## src/rtl/core/pcg_pkg.sv

```systemverilog
`default_nettype none
package pcg_pkg;

	localparam logic [1:0] CMD_SEED = 2'd0;
	localparam logic [1:0] CMD_INT  = 2'd1;
	localparam logic [1:0] CMD_FRAC = 2'd2;

	localparam logic [31:0] MUL_LO = 32'h4C95_7F2D;
	localparam logic [31:0] MUL_HI = 32'h5851_F42D;
	localparam logic [63:0] INC    = 64'd105;

	localparam int unsigned XS_SHIFT_A = 18;
	localparam int unsigned XS_SHIFT_B = 27;
	localparam int unsigned ROT_SHIFT  = 59;

	typedef enum logic [2:0] {
		S_IDLE,
		S_LL,
		S_LH,
		S_HL,
		S_FIN,
		S_SPAN,
		S_SPANFIN,
		S_DONE
	} seq_state_t;

	typedef struct packed {
		logic start;
		logic ack;
	} seq_ctl_t;

	typedef struct packed {
		logic ready;
		logic done;
	} seq_sts_t;

	// XSH-RR output permutation of the pre-step state
	function automatic logic [31:0] pcg_word(input logic [63:0] s);
		logic [63:0] mix;
		logic [31:0] xs;
		logic [4:0]  rot;
		mix = ((s >> XS_SHIFT_A) ^ s) >> XS_SHIFT_B;
		xs  = mix[31:0];
		rot = 5'(s >> ROT_SHIFT);
		return (xs >> rot) | (xs << (5'd0 - rot));
	endfunction

endpackage
`default_nettype wire

```

## src/rtl/core/pcg_mul32.sv

```systemverilog
`default_nettype none
module pcg_mul32 (
	input  wire logic        clk,
	input  wire logic [31:0] a,
	input  wire logic [31:0] b,
	output logic      [63:0] prod_q
);

	always_ff @(posedge clk) begin
		prod_q <= 64'(a) * 64'(b);
	end

endmodule
`default_nettype wire

```

## src/rtl/core/pcg_seq.sv

```systemverilog
`default_nettype none
module pcg_seq (
	input  wire logic             clk,
	input  wire logic             arst_n,
	input  wire pcg_pkg::seq_ctl_t ctl,
	input  wire logic [1:0]       command,
	input  wire logic [63:0]      seed_value,
	input  wire logic [31:0]      range_low,
	input  wire logic [31:0]      range_high,
	output pcg_pkg::seq_sts_t     sts,
	output logic      [31:0]      int_q,
	output logic      [63:0]      frac_q
);

	pcg_pkg::seq_state_t fsm_q, fsm_d;

	logic [63:0] gen_q;
	logic [63:0] x_q;
	logic [63:0] acc_q;
	logic [1:0]  cmd_q;
	logic [31:0] lo_q;
	logic [31:0] span_q;
	logic [31:0] word0_q;
	logic        second_q;

	logic [31:0] mul_a;
	logic [31:0] mul_b;
	logic [63:0] prod_q;
	logic [63:0] step_new;

	pcg_mul32 u_mul (
		.clk    (clk),
		.a      (mul_a),
		.b      (mul_b),
		.prod_q (prod_q)
	);

	assign step_new = {acc_q[63:32] + prod_q[31:0], acc_q[31:0]};

	always_comb begin
		mul_a = x_q[31:0];
		mul_b = pcg_pkg::MUL_LO;
		case (fsm_q)
			pcg_pkg::S_LH: begin
				mul_b = pcg_pkg::MUL_HI;
			end
			pcg_pkg::S_HL: begin
				mul_a = x_q[63:32];
			end
			pcg_pkg::S_SPAN: begin
				mul_a = span_q;
				mul_b = word0_q;
			end
			default: begin
			end
		endcase
	end

	always_ff @(posedge clk or negedge arst_n) begin
		if (!arst_n) begin
			fsm_q <= pcg_pkg::S_IDLE;
		end else begin
			fsm_q <= fsm_d;
		end
	end

	always_comb begin
		fsm_d = fsm_q;
		sts.ready = 1'b0;
		sts.done  = 1'b0;
		unique case (fsm_q)
			pcg_pkg::S_IDLE: begin
				sts.ready = 1'b1;
				if (ctl.start) begin
					unique case (command)
						pcg_pkg::CMD_SEED,
						pcg_pkg::CMD_INT,
						pcg_pkg::CMD_FRAC: fsm_d = pcg_pkg::S_LL;
						default:           fsm_d = pcg_pkg::S_DONE;
					endcase
				end
			end
			pcg_pkg::S_LL:  fsm_d = pcg_pkg::S_LH;
			pcg_pkg::S_LH:  fsm_d = pcg_pkg::S_HL;
			pcg_pkg::S_HL:  fsm_d = pcg_pkg::S_FIN;
			pcg_pkg::S_FIN: begin
				if (cmd_q == pcg_pkg::CMD_INT) begin
					fsm_d = pcg_pkg::S_SPAN;
				end else if (cmd_q == pcg_pkg::CMD_FRAC && !second_q) begin
					fsm_d = pcg_pkg::S_LL;
				end else begin
					fsm_d = pcg_pkg::S_DONE;
				end
			end
			pcg_pkg::S_SPAN:    fsm_d = pcg_pkg::S_SPANFIN;
			pcg_pkg::S_SPANFIN: fsm_d = pcg_pkg::S_DONE;
			pcg_pkg::S_DONE: begin
				sts.done = 1'b1;
				if (ctl.ack) begin
					fsm_d = pcg_pkg::S_IDLE;
				end
			end
			default: fsm_d = pcg_pkg::S_IDLE;
		endcase
	end

	always_ff @(posedge clk or negedge arst_n) begin
		if (!arst_n) begin
			gen_q <= 64'd0;
		end else if (fsm_q == pcg_pkg::S_FIN) begin
			gen_q <= step_new;
		end
	end

	always_ff @(posedge clk) begin
		case (fsm_q)
			pcg_pkg::S_IDLE: begin
				if (ctl.start) begin
					cmd_q    <= command;
					lo_q     <= range_low;
					span_q   <= range_high - range_low + 32'd1;
					int_q    <= 32'd0;
					frac_q   <= 64'd0;
					second_q <= 1'b0;
					word0_q  <= pcg_pkg::pcg_word(gen_q);
					if (command == pcg_pkg::CMD_SEED) begin
						x_q <= seed_value + pcg_pkg::INC;
					end else begin
						x_q <= gen_q;
					end
				end
			end
			pcg_pkg::S_LH: begin
				acc_q <= prod_q + pcg_pkg::INC;
			end
			pcg_pkg::S_HL: begin
				acc_q[63:32] <= acc_q[63:32] + prod_q[31:0];
			end
			pcg_pkg::S_FIN: begin
				if (cmd_q == pcg_pkg::CMD_FRAC) begin
					if (!second_q) begin
						frac_q[31:0] <= word0_q;
						second_q     <= 1'b1;
						x_q          <= step_new;
					end else begin
						frac_q[63:32] <= pcg_pkg::pcg_word(x_q);
					end
				end
			end
			pcg_pkg::S_SPANFIN: begin
				int_q <= lo_q + prod_q[63:32];
			end
			default: begin
			end
		endcase
	end

	a_start_idle: assert property (@(posedge clk) disable iff (!arst_n)
		ctl.start |-> fsm_q == pcg_pkg::S_IDLE)
		else $error("start outside idle");

	a_int_zero: assert property (@(posedge clk) disable iff (!arst_n)
		(fsm_q == pcg_pkg::S_DONE && cmd_q != pcg_pkg::CMD_INT) |-> int_q == 32'd0)
		else $error("integer result set for non-integer command");

	a_frac_zero: assert property (@(posedge clk) disable iff (!arst_n)
		(fsm_q == pcg_pkg::S_DONE && cmd_q != pcg_pkg::CMD_FRAC) |-> frac_q == 64'd0)
		else $error("fraction result set for non-fraction command");

	a_span_seq: assert property (@(posedge clk) disable iff (!arst_n)
		fsm_q == pcg_pkg::S_SPAN |=> fsm_q == pcg_pkg::S_SPANFIN)
		else $error("span multiply not followed by finish");

endmodule
`default_nettype wire

```

## src/rtl/core/pcg32_range_random_generator_top.sv

```systemverilog
// PCG32 XSH-RR random source with ranged integer and 0.64 fraction draws.
// Input stream: tuser carries the command (0 seed, 1 integer draw, 2 fraction
// draw, 3 no-op); tdata carries seed_value, range_low, range_high.
// Output stream: one item per input item; tdata carries integer_value and
// fraction_value, the field not used by the command is zero.
// All 64-bit state arithmetic runs on one registered 32x32 multiplier that
// the sequencer steps through three partial products per LCG step.
// Per item the sequencer runs the LCG step for a seed; the step and then the
// range multiply for an integer draw; the step and then a second step for
// a fraction draw; nothing for a no-op. tready is high only while the
// sequencer is idle, so one item is in work at a time.
// The finished item moves to an output register; the next item is accepted
// while it waits. If the receiver stalls, the following result holds inside
// the sequencer until the output register frees up.
// Reset clears the generator state to zero and empties the output register.
`default_nettype none
module pcg32_range_random_generator_top (
	input  wire logic         clk,
	input  wire logic         arst_n,
	input  wire logic         s_axis_tvalid,
	output logic              s_axis_tready,
	input  wire logic [127:0] s_axis_tdata,  // seed_value, range_low, range_high
	input  wire logic [1:0]   s_axis_tuser,  // command
	output logic              m_axis_tvalid,
	input  wire logic         m_axis_tready,
	output logic      [95:0]  m_axis_tdata   // integer_value, fraction_value
);

	pcg_pkg::seq_ctl_t ctl;
	pcg_pkg::seq_sts_t sts;
	logic [31:0] int_q;
	logic [63:0] frac_q;
	logic        out_valid_q;
	logic [95:0] out_data_q;

	assign s_axis_tready = sts.ready;
	assign ctl.start     = s_axis_tvalid && sts.ready;
	assign ctl.ack       = sts.done && (!out_valid_q || m_axis_tready);

	pcg_seq u_seq (
		.clk        (clk),
		.arst_n     (arst_n),
		.ctl        (ctl),
		.command    (s_axis_tuser),
		.seed_value (s_axis_tdata[63:0]),
		.range_low  (s_axis_tdata[95:64]),
		.range_high (s_axis_tdata[127:96]),
		.sts        (sts),
		.int_q      (int_q),
		.frac_q     (frac_q)
	);

	always_ff @(posedge clk or negedge arst_n) begin
		if (!arst_n) begin
			out_valid_q <= 1'b0;
		end else if (ctl.ack) begin
			out_valid_q <= 1'b1;
		end else if (m_axis_tready) begin
			out_valid_q <= 1'b0;
		end
	end

	always_ff @(posedge clk) begin
		if (ctl.ack) begin
			out_data_q <= {frac_q, int_q};
		end
	end

	assign m_axis_tvalid = out_valid_q;
	assign m_axis_tdata  = out_data_q;

endmodule
`default_nettype wire

```

## config.mk

```make
export PLATFORM = sky130hd
export DESIGN_NAME = pcg32_range_random_generator_top
export DESIGN_NICKNAME = d
export VERILOG_FILES = /design/src/rtl/core/pcg_pkg.sv /design/src/rtl/core/pcg_mul32.sv /design/src/rtl/core/pcg_seq.sv /design/src/rtl/core/pcg32_range_random_generator_top.sv
export SDC_FILE = /design/constraint.sdc
export NUM_CORES = 2
export LEC_CHECK = 0
export ABC_CLOCK_PERIOD_IN_PS = 9700
export BUFFER_PORTS_ARGS = -buffer_cell sky130_fd_sc_hd__buf_4
export CORE_UTILIZATION = 59
export CTS_CLUSTER_SIZE = 20
export DETAILED_ROUTE_END_ITERATION = 6
export GPL_TIMING_DRIVEN = 0
export PLACE_DENSITY = 0.83
export SKIP_LAST_GASP = 1
export SLEW_MARGIN = 20
export SYNTH_ARGS = -nofsm -noshare
export SYNTH_HDL_FRONTEND = slang
export SYNTH_SLANG_ARGS = --single-unit
```

## constraint.sdc

```tcl
create_clock -name clk -period 9.7 [get_ports clk]
set_clock_uncertainty 0.1 [all_clocks]
set_input_delay 0 -clock clk [delete_from_list [all_inputs] [get_ports clk]]
set_output_delay 0 -clock clk [all_outputs]
set_load 0.01 [all_outputs]
```

==> impl_metrics.py <==
metrics = {
    "outcome": {
        "status": "complete, but fails checks",
        "violations": "DRC, setup timing",
    },
    "grt": {
        "grt_remaining_overflow": 0,
        "grt_start_max_net_pins": 69,
        "grt_antenna_before_repair": 22,
        "first_global_vias": 60439,
        "grt_first_pass_wirelength_mm": 411.5,
        "grt.total_usage": 0.5154,
    },
    "die": {
        "die_w_um": 334.1,
        "die_h_um": 334.1,
        "rows": 121,
        "start_util": 0.5962,
        "pin_count": 232,
        "die-area_sq_um": 111600,
        "core_sq_um": 109200,
    },
    "placement": {
        "place_worst_setup_slack_ps": -2540,
        "gp_congestion": 1.123,
        "placed_area_sq_um": 69290,
        "dp_hpwl_mm": 223.8,
        "port-buffer-count": 231,
    },
    "synth": {
        "yosysWarnings": 0,
        "yosys.area.top_type": "fa_1",
        "async_flop_share": 0.1234,
        "synth_fp_nets": 8610,
        "yosysMostFrequentCell": "inv_1",
        "synth_common_cells": "inv_1, nand2_1, nor2_1",
        "ys_seq_area_frac": 0.2392,
        "syn_area_per_cell_sq_um": 9.055,
        "synth_cells": 7187,
        "synth_area_leaders": "fa_1, edfxtp_1, ha_1, inv_1, nand2_1",
        "syn_area_sq_um": 65080,
        "synth_seq_cells": 551,
        "synth_ff_type": "edfxtp_1",
        "synth.distinct_cells": 87,
        "synth_top_area_share": 0.2765,
        "synth_edf_count": 419,
    },
    "final_layout": {
        "regArea_sq_um": 15570,
        "area_growth_pct": 15.84,
        "fin_util": 0.6906,
        "final_nets": 9164,
        "fin_area_sq_um": 75390,
        "layout-drive-gt1-share": 0.1075,
        "multi_input_area_sq_um": 45310,
        "nFillCells": 8317,
    },
    "critical_path": {
        "cp_common_cell": "fa_1",
        "cp-end-kind": "flip-flop",
        "cp.arrival_ps": 10190,
        "path_class": "reg -> reg",
        "start_kind": "flip-flop",
        "slowest_delay_ps": 780,
        "cp_max_fo": 10,
        "cp_data_required_time_ps": 10140,
        "slowest_stage": "o31ai_1",
    },
    "sta": {
        "min_period_ps": 9745,
        "finalCritPeriodShare": 1.005,
        "worst_hold_slack_ps": 38.26,
        "hold_viol_final": 0,
        "setup_slack_ps": -44.76,
        "finalSetupViolations": 2,
        "rsz0062_at_grt": "yes",
        "slew_headroom": 0.1571,
        "tightest_slew_ps": 1251,
        "maxSlewViolCount": 0,
        "fmax_mhz": 102.6,
    },
    "clocking": {
        "clkLatencyLatePin_ps": 710,
        "cts.clk_slew.worst_paths_ps": 70,
        "cts-root-buf": "clkbuf_16",
        "cts_num_sinks": 551,
        "htreeDepth": 2,
        "cts_buffer_depth": 3,
        "cts_tree": "built",
        "numCtsBuffers": 60,
    },
    "routing": {
        "first_pass_iters": 7,
        "via_count": 61141,
        "drt_iter0_drc": 8831,
        "wl_per_cell_um": 30.86,
        "route.detailed.drc": 5,
        "wl_mm": 286.4,
        "via_per_inst": 6.588,
        "ant_nets": 0,
    },
    "min_path": {
        "hold_class": "in -> reg",
    },
    "job": {
        "max-cap-violations": 0,
    },
}
## worst paths after layout
path	start	endpoint	slack, ps	cells past startpoint
min in group asynchronous	arst_n	u_seq.gen_q[59]	340	4
min reg2reg	u_seq.frac_q[22]	m_axis_tdata[54]	290	0
min	s_axis_tuser[0]	u_seq.cmd_q[0]	40	2
max reg2reg	u_seq.fsm_q[0]	u_seq.u_mul.prod_q[43]	-40	28
max in group asynchronous	arst_n	u_seq.gen_q[46]	8840	4
max	u_seq.fsm_q[0]	u_seq.u_mul.prod_q[43]	-40	28
## worst max-delay path, delay by kind of cell (launching register included)
| kind | cells | cell delay (ps) |
|---|---|---|
| xor+xnor | 1 | 510 |
| buf+inv | 8 | 1270 |
| compound gates | 2 | 1250 |
| flops | 1 | 450 |
| fa+ha+maj | 9 | 4410 |
| simple gates | 8 | 1600 |
## kinds of logic (layout without fill, tap and decap cells)
group,count (synthesis),in the layout,synth area share
xor+xnor,304,304,0.04091
compound gates,1122,1122,0.1063
simple gates,2390,2391,0.1563
fa+ha+maj,1289,1289,0.3515
flops,551,551,0.2392
buf+inv,1394,1999,0.08042
mux,137,137,0.02538
other cells,0,12,0
## area by class of cell
class,count,share of cell area
flip-flops and latches,551,0.2065
clock buffers,75,0.02191
well taps,1476,0.02450
inverters,985,0.04914
diodes,12,0.0003983
repair buffers,517,0.06214
clock inverters,39,0.005278
multi-input cells,5243,0.6011
plain buffers,383,0.02906
## cells in the final DEF, fill, tap and decap left out, drive strengths merged, types with 34 or more instances in the layout
cell         instances
and2                38
and3               112
nand4               46
mux2i               93
a211oi              45
edfxtp             419
a21oi              338
o211ai              43
dlygate4sd3        187
ha                 390
xnor2              188
nor2               932
nor3                60
a221oi              44
clkbuf             373
nand2              954
o21ai              347
a221o               37
buf                415
a21o                77
nand3              101
nor2b               34
xor2               116
fa                 899
dfrtp               68
dfxtp               64
inv                997
## flip-flops by register name, indices dropped and copies added (netlist names)
signal	flops
m_axis_tdata	96
m_axis_tvalid	1
u_seq.acc_q	64
u_seq.cmd_q	2
u_seq.frac_q	64
u_seq.fsm_q	3
u_seq.gen_q	64
u_seq.int_q	32
u_seq.lo_q	32
u_seq.second_q	1
u_seq.span_q	32
u_seq.u_mul.prod_q	64
u_seq.word0_q	32
u_seq.x_q	64
## what timing repair did
action,in CTS,in global routing
pin swaps,16,18
hold buffers,188,0
endpoints found under the setup margin,48,24
buffers inserted,26,45
gates cloned,1,0
endpoints found under the hold margin,197,0
resized for setup,412,182
## stage by stage
step | TNS (ps) | instances
after CTS | -48.50 | 9234
after floorplan | 0 | 7187
final | -74.96 | 9281
after global placement | -524460 | 8894
after global routing | -205.8 | 9270
after detailed placement | -73130 | 8921
## per-layer routing
layer,vias to the layer above,track usage,share of wire
li1,24541,-,-
met1,29699,0.6580,0.35
met2,5460,0.7194,0.40
met5,-,0.002171,0.00038
met4,14,0.3393,0.085
met3,1427,0.2097,0.16
Power is left out: the tool's default activity adds up to more than one toggle a clock period on the data nets, which glitch-free logic cannot reach.
